**src/hw/rtl/wss_pkg.sv**
```systemverilog
// package for windowed sample statistics
// holds depth constants, action codes and payload types, no dependencies
`timescale 1ns / 1ps
package wss_pkg;
  localparam int unsigned Depth = 16;
  localparam int unsigned IdxW = $clog2(Depth);
  localparam int unsigned CntW = $clog2(Depth + 1);

  typedef enum logic [1:0] {
    ACT_ADD     = 2'd0,
    ACT_COMPUTE = 2'd1,
    ACT_CLEAR   = 2'd2,
    ACT_NONE    = 2'd3
  } action_e;

  typedef struct packed {
    logic [1:0]  action;
    logic [31:0] sample_value;
    logic [31:0] stamp;
  } in_item_t;

  typedef struct packed {
    logic [4:0]  sample_count;
    logic [31:0] mean_value;
    logic [15:0] std_dev;
    logic [31:0] max_value;
    logic [31:0] max_stamp;
  } out_item_t;
endpackage

```
**src/hw/rtl/wss_in_if.sv**
```systemverilog
// valid/ready channel carrying one input item
// depends on wss_pkg
`timescale 1ns / 1ps
interface wss_in_if import wss_pkg::*; ();
  logic     valid;
  logic     ready;
  in_item_t data;
  modport source (output valid, output data, input ready);
  modport sink (input valid, input data, output ready);
endinterface

```
**src/hw/rtl/wss_out_if.sv**
```systemverilog
// valid/ready channel carrying one result item
// depends on wss_pkg
`timescale 1ns / 1ps
interface wss_out_if import wss_pkg::*; ();
  logic      valid;
  logic      ready;
  out_item_t data;
  modport source (output valid, output data, input ready);
  modport sink (input valid, input data, output ready);
endinterface

```
**src/hw/rtl/windowed_sample_statistics_core.sv**
```systemverilog
// windowed sample statistics top level, depends on wss_pkg, wss_in_if, wss_out_if
// add, clear and unused action: from S_IDLE through S_OUT to the result;
// compute: S_SCAN and S_DIV1, ending there if no sample or only one is kept, else on
// via S_DEV, S_DIV2, S_SQRT (2 store walks, 2 bit-serial 32-bit divides, 16-step root)
// throughput: one item at a time, input ready again once the result is taken
// reset: async active low clears the stores, peak, results and max_age
`timescale 1ns / 1ps
module windowed_sample_statistics_core import wss_pkg::*; (
  input  logic        clk_i,
  input  logic        rst_ni,
  input  logic        cfg_we_i,
  input  logic [31:0] cfg_wdata_i,
  wss_in_if.sink      in_if,
  wss_out_if.source   out_if
);
  typedef enum logic [3:0] {
    S_IDLE, S_SCAN, S_DIV1, S_DEV, S_DIV2, S_SQRT, S_OUT
  } state_e;

  state_e            state_q;
  logic [31:0]       max_age_q;
  logic [31:0]       val_q [Depth];
  logic [31:0]       tim_q [Depth];
  logic [IdxW-1:0]   wslot_q;
  logic [31:0]       peak_v_q, peak_t_q, mean_q;
  logic [15:0]       dev_q;
  logic [CntW-1:0]   cnt_q;
  logic [Depth-1:0]  pick_q;
  logic [CntW-1:0]   idx_q;
  logic              stop_q;
  logic [31:0]       now_q, sum_q;
  logic [31:0]       quo_q;
  logic [32:0]       rem_q;
  logic [5:0]        step_q;
  logic [15:0]       root_q;
  logic              busy_q, ovalid_q;

  logic [IdxW-1:0]   idx;
  logic [31:0]       cur_v, cur_t, tdiff, dlt;
  logic [31:0]       sq;
  logic              keep;
  logic [32:0]       rem_sh;
  logic [15:0]       trial;
  logic [31:0]       tsq;

  assign idx   = idx_q[IdxW-1:0];
  assign cur_v = val_q[idx];
  assign cur_t = tim_q[idx];
  assign tdiff = (now_q >= cur_t) ? now_q - cur_t : cur_t - now_q;
  assign keep  = (max_age_q == '0) || (now_q == '0) || (tdiff <= max_age_q);
  assign dlt   = cur_v - mean_q;
  assign sq    = dlt * dlt;
  assign rem_sh = {rem_q[31:0], sum_q[31]};
  assign trial = root_q | (16'h8000 >> step_q[3:0]);
  assign tsq   = trial * trial;

  assign in_if.ready  = !busy_q && !ovalid_q;
  assign out_if.valid = ovalid_q;
  assign out_if.data  = '{sample_count: 5'(cnt_q), mean_value: mean_q,
                          std_dev: dev_q, max_value: peak_v_q, max_stamp: peak_t_q};

  always_ff @(posedge clk_i or negedge rst_ni) begin
    if (!rst_ni) begin
      state_q <= S_IDLE;
      max_age_q <= '0;
      for (int i = 0; i < Depth; i++) begin
        val_q[i] <= '0;
        tim_q[i] <= '0;
      end
      wslot_q <= '0; peak_v_q <= '0; peak_t_q <= '0; mean_q <= '0;
      dev_q <= '0; cnt_q <= '0; pick_q <= '0; idx_q <= '0; stop_q <= 1'b0;
      now_q <= '0; sum_q <= '0; quo_q <= '0; rem_q <= '0; step_q <= '0;
      root_q <= '0; busy_q <= 1'b0; ovalid_q <= 1'b0;
    end else begin
      if (cfg_we_i) max_age_q <= cfg_wdata_i;
      if (out_if.valid && out_if.ready) ovalid_q <= 1'b0;
      case (state_q)
        S_IDLE: begin
          if (in_if.valid && in_if.ready) begin
            case (action_e'(in_if.data.action))
              ACT_ADD: begin
                if (in_if.data.stamp != '0) begin
                  val_q[wslot_q] <= in_if.data.sample_value;
                  tim_q[wslot_q] <= in_if.data.stamp;
                  wslot_q <= (wslot_q == IdxW'(Depth - 1)) ? '0 : wslot_q + 1'b1;
                  if (in_if.data.sample_value > peak_v_q) begin
                    peak_v_q <= in_if.data.sample_value;
                    peak_t_q <= in_if.data.stamp;
                  end
                end
                state_q <= S_OUT;
              end
              ACT_COMPUTE: begin
                peak_v_q <= '0; peak_t_q <= '0; cnt_q <= '0; sum_q <= '0;
                pick_q <= '0; idx_q <= '0; stop_q <= 1'b0;
                now_q <= in_if.data.stamp; state_q <= S_SCAN;
              end
              ACT_CLEAR: begin
                for (int i = 0; i < Depth; i++) begin
                  val_q[i] <= '0;
                  tim_q[i] <= '0;
                end
                wslot_q <= '0; peak_v_q <= '0; peak_t_q <= '0; mean_q <= '0;
                dev_q <= '0; cnt_q <= '0;
                state_q <= S_OUT;
              end
              default: state_q <= S_OUT;
            endcase
            busy_q <= 1'b1;
          end
        end
        S_SCAN: begin
          if (cur_t == '0) stop_q <= 1'b1;
          if (cur_t != '0 && !stop_q && keep) begin
            pick_q[idx] <= 1'b1;
            sum_q <= sum_q + cur_v;
            cnt_q <= cnt_q + 1'b1;
            if (cur_v > peak_v_q) begin
              peak_v_q <= cur_v;
              peak_t_q <= cur_t;
            end
          end
          if (idx_q == CntW'(Depth - 1)) begin
            rem_q <= '0; quo_q <= '0; step_q <= '0;
            state_q <= S_DIV1;
          end else begin
            idx_q <= idx_q + 1'b1;
          end
        end
        S_DIV1, S_DIV2: begin
          if (cnt_q == '0) begin
            mean_q <= '0; dev_q <= '0; state_q <= S_OUT;
          end else begin
            sum_q <= {sum_q[30:0], 1'b0};
            if (rem_sh >= 33'(cnt_q)) begin
              rem_q <= rem_sh - 33'(cnt_q);
              quo_q <= {quo_q[30:0], 1'b1};
            end else begin
              rem_q <= rem_sh;
              quo_q <= {quo_q[30:0], 1'b0};
            end
            if (step_q == 6'd31) begin
              step_q <= '0;
              if (state_q == S_DIV1) begin
                mean_q <= {quo_q[30:0], (rem_sh >= 33'(cnt_q))};
                if (cnt_q == CntW'(1)) begin
                  dev_q <= '0; state_q <= S_OUT;
                end else begin
                  idx_q <= '0; state_q <= S_DEV;
                end
              end else begin
                root_q <= '0; state_q <= S_SQRT;
              end
            end else begin
              step_q <= step_q + 1'b1;
            end
          end
        end
        S_DEV: begin
          if (idx_q == '0) sum_q <= pick_q[idx] ? sq : '0;
          else if (pick_q[idx]) sum_q <= sum_q + sq;
          if (idx_q == CntW'(Depth - 1)) begin
            rem_q <= '0; quo_q <= '0; step_q <= '0;
            state_q <= S_DIV2;
          end else begin
            idx_q <= idx_q + 1'b1;
          end
        end
        S_SQRT: begin
          if (tsq <= quo_q) root_q <= trial;
          step_q <= step_q + 1'b1;
          if (step_q == 6'd15) begin
            dev_q <= (tsq <= quo_q) ? trial : root_q;
            state_q <= S_OUT;
          end
        end
        S_OUT: begin
          ovalid_q <= 1'b1; busy_q <= 1'b0; state_q <= S_IDLE;
        end
        default: state_q <= S_IDLE;
      endcase
    end
  end
endmodule
```
**src/flat_wrapper.sv**
```systemverilog
// flat-port wrapper written by rule: the top's interface ports become plain ports
module windowed_sample_statistics_core_flat import wss_pkg::*;
  (clk_i, rst_ni, cfg_we_i, cfg_wdata_i, in_if_valid, in_if_data, in_if_ready, out_if_valid, out_if_data, out_if_ready);
  wss_in_if in_if_i ();
  wss_out_if out_if_i ();
  input  logic clk_i;
  input  logic rst_ni;
  input  logic cfg_we_i;
  input  logic [31:0] cfg_wdata_i;
  input wire logic [$bits(in_if_i.valid)-1:0] in_if_valid;
  input wire logic [$bits(in_if_i.data)-1:0] in_if_data;
  output wire logic [$bits(in_if_i.ready)-1:0] in_if_ready;
  output wire logic [$bits(out_if_i.valid)-1:0] out_if_valid;
  output wire logic [$bits(out_if_i.data)-1:0] out_if_data;
  input wire logic [$bits(out_if_i.ready)-1:0] out_if_ready;
  assign in_if_i.valid = in_if_valid;
  assign in_if_i.data = in_if_data;
  assign in_if_ready = in_if_i.ready;
  assign out_if_valid = out_if_i.valid;
  assign out_if_data = out_if_i.data;
  assign out_if_i.ready = out_if_ready;
  windowed_sample_statistics_core u_core (.clk_i(clk_i), .rst_ni(rst_ni), .cfg_we_i(cfg_we_i), .cfg_wdata_i(cfg_wdata_i), .in_if(in_if_i), .out_if(out_if_i));
endmodule
```
**config.mk**
```make
export PLATFORM = sky130hd
export DESIGN_NAME = windowed_sample_statistics_core_flat
export DESIGN_NICKNAME = d
export VERILOG_FILES = /design/src/hw/rtl/wss_pkg.sv /design/src/hw/rtl/wss_in_if.sv /design/src/hw/rtl/wss_out_if.sv /design/src/hw/rtl/windowed_sample_statistics_core.sv /design/src/flat_wrapper.sv
export SDC_FILE = /design/constraint.sdc
export NUM_CORES = 2
export LEC_CHECK = 0
export CAP_MARGIN = 0
export CORE_AREA = 3 3 516 467
export CTS_BUF_LIST = sky130_fd_sc_hd__clkbuf_8
export DETAILED_ROUTE_END_ITERATION = 8
export DIE_AREA = 0 0 519 470
export DONT_BUFFER_PORTS = 1
export SLEW_MARGIN = 20
export SYNTH_ARGS = -nofsm -noshare
export SYNTH_HDL_FRONTEND = slang
export SYNTH_SLANG_ARGS = --single-unit
export TNS_END_PERCENT = 50
```
**constraint.sdc**
```tcl
create_clock -name clk_i -period 15.2 [get_ports clk_i]
set_input_delay 1.52 -clock clk_i [delete_from_list [all_inputs] [get_ports clk_i]]
set_output_delay 1.52 -clock clk_i [all_outputs]
set_load 0.03 [all_outputs]
```
==> impl_metrics.tcl <==
set metrics [dict create \
    drive_gt1_share_pct 9.35 \
    cts_resized 0 \
    start_kind "flip-flop" \
    synth_edf_count 0 \
    via_per_inst 5.69 \
    ir_worst_vdd_uv 61.1 \
    tightest_slew_ns 1.21 \
    cts.sinks 1354 \
    netlist_area_mm2 0.0918 \
    slew_violations 0 \
    hpwl_mm 198 \
    htreeDepth 4 \
    fin_nets 10200 \
    io_pins 222 \
    setup_viol 0 \
    dieArea_mm2 0.244 \
    ys_async_sr_fraction_pct 100 \
    status "finished clean" \
    postSynthAreaPerCell_um2 9.85 \
    post-cts-setup-buffers 0 \
    nFillCells 22700 \
    portBuffers 0 \
    r2r_start "u_core.idx_q[0]" \
    die_width_um 519 \
    multi_input_area_mm2 0.0518 \
    gr-total-overflow 0 \
    synth_top_area_share_pct 36.9 \
    ys_types 86 \
    cp_slowest_cell "dfrtp_4" \
    hold_violations 0 \
    die_y_um 470 \
    drtIter0Drc 6243 \
    first_pass_iters 6 \
    grt_pass1_wl_mm 444 \
    tns_ns 0 \
    grt_pass1_vias 71100 \
    synth_top_flop_cell "dfrtp_1" \
    crit_top_cell "fa_1" \
    critical_path.max_fanout 76 \
    drtAntennaViolNets 0 \
    cts_tree "yes" \
    clk_path_buf_depth 3 \
    synth.area.top_cells "dfrtp_1, fa_1, mux4_2" \
    numCtsBuffers 229 \
    synth_warnings 0 \
    place_congestion 0.923 \
    grt_util_all_layers_pct 23.4 \
    fmax_mhz 70.4 \
    vias 70600 \
    insertion_delay_ns 1.02 \
    cap_violations 0 \
    wl_per_cell_um 23.3 \
    postSynthCellCount 9317 \
    cp.arrival_ns 15.10 \
    regArea_mm2 0.0339 \
    ctsHoldBuffers 0 \
    clkSlewWorstSetupHoldPaths_ns 0.08 \
    fin_skew_ns 0.0697 \
    final_util_pct 42.3 \
    p_leak_nw 47.6 \
    syn-num-nets 10500 \
    required_ns 16.09 \
    rows 169 \
    slowest_delay_ns 0.82 \
    cts-root-buf "clkbuf_8" \
    place_area_mm2 0.0944 \
    worstSetupPathType "flip-flop to flip-flop" \
    period_share_pct 93.5 \
    rsz0062_at_grt "false" \
    p_per_area_mw_per_mm2 73.2 \
    synth-seq-area-share_pct 36.9 \
    finalPower_mw 7.29 \
    grt_max_degree 260 \
    drcViolationCount 0 \
    period_minus_slack_ns 14.21 \
    drt_wl_total_mm 289 \
    initial_core_util_pct 39.0 \
    end_kind "flip-flop" \
    ys_ff_latch 1354 \
    synthToLayoutAreaGrowth_pct 8.52 \
    design_area_mm2 0.0996 \
    cp-startpoint "u_core.idx_q[0]" \
    coreArea_mm2 0.236 \
    hp-class "primary input to async pin" \
    yosysTopAreaCell "dfrtp_1" \
    maxSlewHeadroom_pct 19.5 \
    antenna_found_initial 23 \
]
-- area by class of cell --
| cell class | instances | share of cell area [%] |
|---|---|---|
| clock inverter | 127 | 0.917 |
| timing repair buffer | 121 | 1.26 |
| sequential | 1354 | 34.0 |
| antenna | 47 | 0.118 |
| inverter | 971 | 3.66 |
| tap | 3163 | 3.97 |
| multi-input combinational | 6337 | 52.0 |
| clock buffer | 291 | 4.02 |
-- through the flow --
| step | worst slack (ns) | hold slack [ns] | instances |
|---|---|---|---|
| after floorplan | 1.71 | 0.442 | 9317 |
| after global placement | 1.31 | 0.455 | 11900 |
| after detailed placement | 1.08 | 0.466 | 11900 |
| after CTS | 0.972 | 0.0825 | 12400 |
| after global routing | 0.0558 | 0.135 | 12400 |
| final | 0.991 | 0.201 | 12400 |
-- final timing paths --
check / endpoint / depth (start not counted) / slack [ns]
max: u_core.sum_q[31] / 43 / 0.99
min: u_core.tim_q[261] / 0 / 0.20
max reg2reg: u_core.sum_q[31] / 43 / 0.99
min reg2reg: u_core.quo_q[13] / 2 / 0.48
max in group asynchronous: u_core.mean_q[12] / 6 / 11.21
min in group clk_i: u_core.quo_q[13] / 2 / 0.48
-- logic make-up after synthesis --
kind of cell | synth area share [%]
adder cells (fa/ha/maj) | 18.9
multiplexers | 9.06
AO/OA/AOI/OAI | 13.4
buffers and inverters | 6.89
flip-flops | 36.9
AND/OR/NAND/NOR | 12.7
XOR/XNOR | 2.17
-- critical path, delay by kind of cell, from the launching register on --
family / cells / cell delay, ns
DFF: 1 / 0.82
adders and majority gates: 11 / 4.92
xor gates and xnor gates: 4 / 1.11
AOI/OAI and AO/OA: 17 / 3.52
buffers and inverters: 5 / 1.53
and+or+nand+nor: 4 / 0.84
muxes: 2 / 1.22
-- sequential cells by signal, summed over array words and instances (netlist names) --
name / flops
u_core.busy_q: 1
u_core.cnt_q: 5
u_core.dev_q: 16
u_core.idx_q: 5
u_core.max_age_q: 32
u_core.mean_q: 32
u_core.now_q: 32
u_core.out_if.valid: 1
u_core.peak_t_q: 32
u_core.peak_v_q: 32
u_core.pick_q: 16
u_core.quo_q: 32
u_core.rem_q: 32
u_core.root_q: 16
u_core.state_q: 3
u_core.step_q: 6
u_core.stop_q: 1
u_core.sum_q: 32
u_core.tim_q: 512
u_core.val_q: 512
u_core.wslot_q: 4
-- layer usage --
metal  wire (um)  track usage (%)  up-vias
li1            -                -    31700
met4       15000             11.2        2
met2      133000             37.1     2538
met3       19900             4.28      592
met5          13                0        -
met1      121000             31.1    35700
-- layout by cell type, fill, tap and decap left out, types with 291 or more instances in the layout --
cell      count
dfrtp_1    1350
o21ai_0    1325
inv_1      1018
nand3_1    1015
nand2_1     633
fa_1        535
ha_1        532
nor2_1      392
a21oi_1     320
mux4_2      297
clkbuf_8    291
-- power breakdown --
| part | internal (mW) | switching [mW] |
|---|---|---|
| Clock | 1.86 | 1.61 |
| Sequential | 3.61 | 0.00615 |
| Combinational | 0.0388 | 0.159 |
-- synthesized netlist by cell type (14+ instances only) --
library cell / number
nor3_1: 51
nor4_1: 54
o211ai_1: 14
and2_1: 14
o21ai_0: 1326
fa_1: 535
nand4_1: 51
ha_1: 533
xor2_1: 86
mux4_1: 28
buf_1: 102
a22o_1: 15
mux2i_1: 75
a211oi_1: 22
inv_1: 955
clkbuf_1: 505
a21o_1: 154
mux4_2: 297
nand2_1: 650
nand3_1: 1016
a31oi_1: 30
nor3b_1: 68
o21a_1: 52
nand2b_1: 46
xnor2_1: 139
or2_2: 14
dfrtp_1: 1354
nor2_1: 398
buf_2: 23
nor2b_1: 41
a21oi_1: 321
a22oi_1: 14
o21bai_1: 29
and3_1: 29
clkinv_1: 15
a221oi_1: 16
o31ai_1: 48
or3_1: 14
Power figures use the tool's default switching activity.
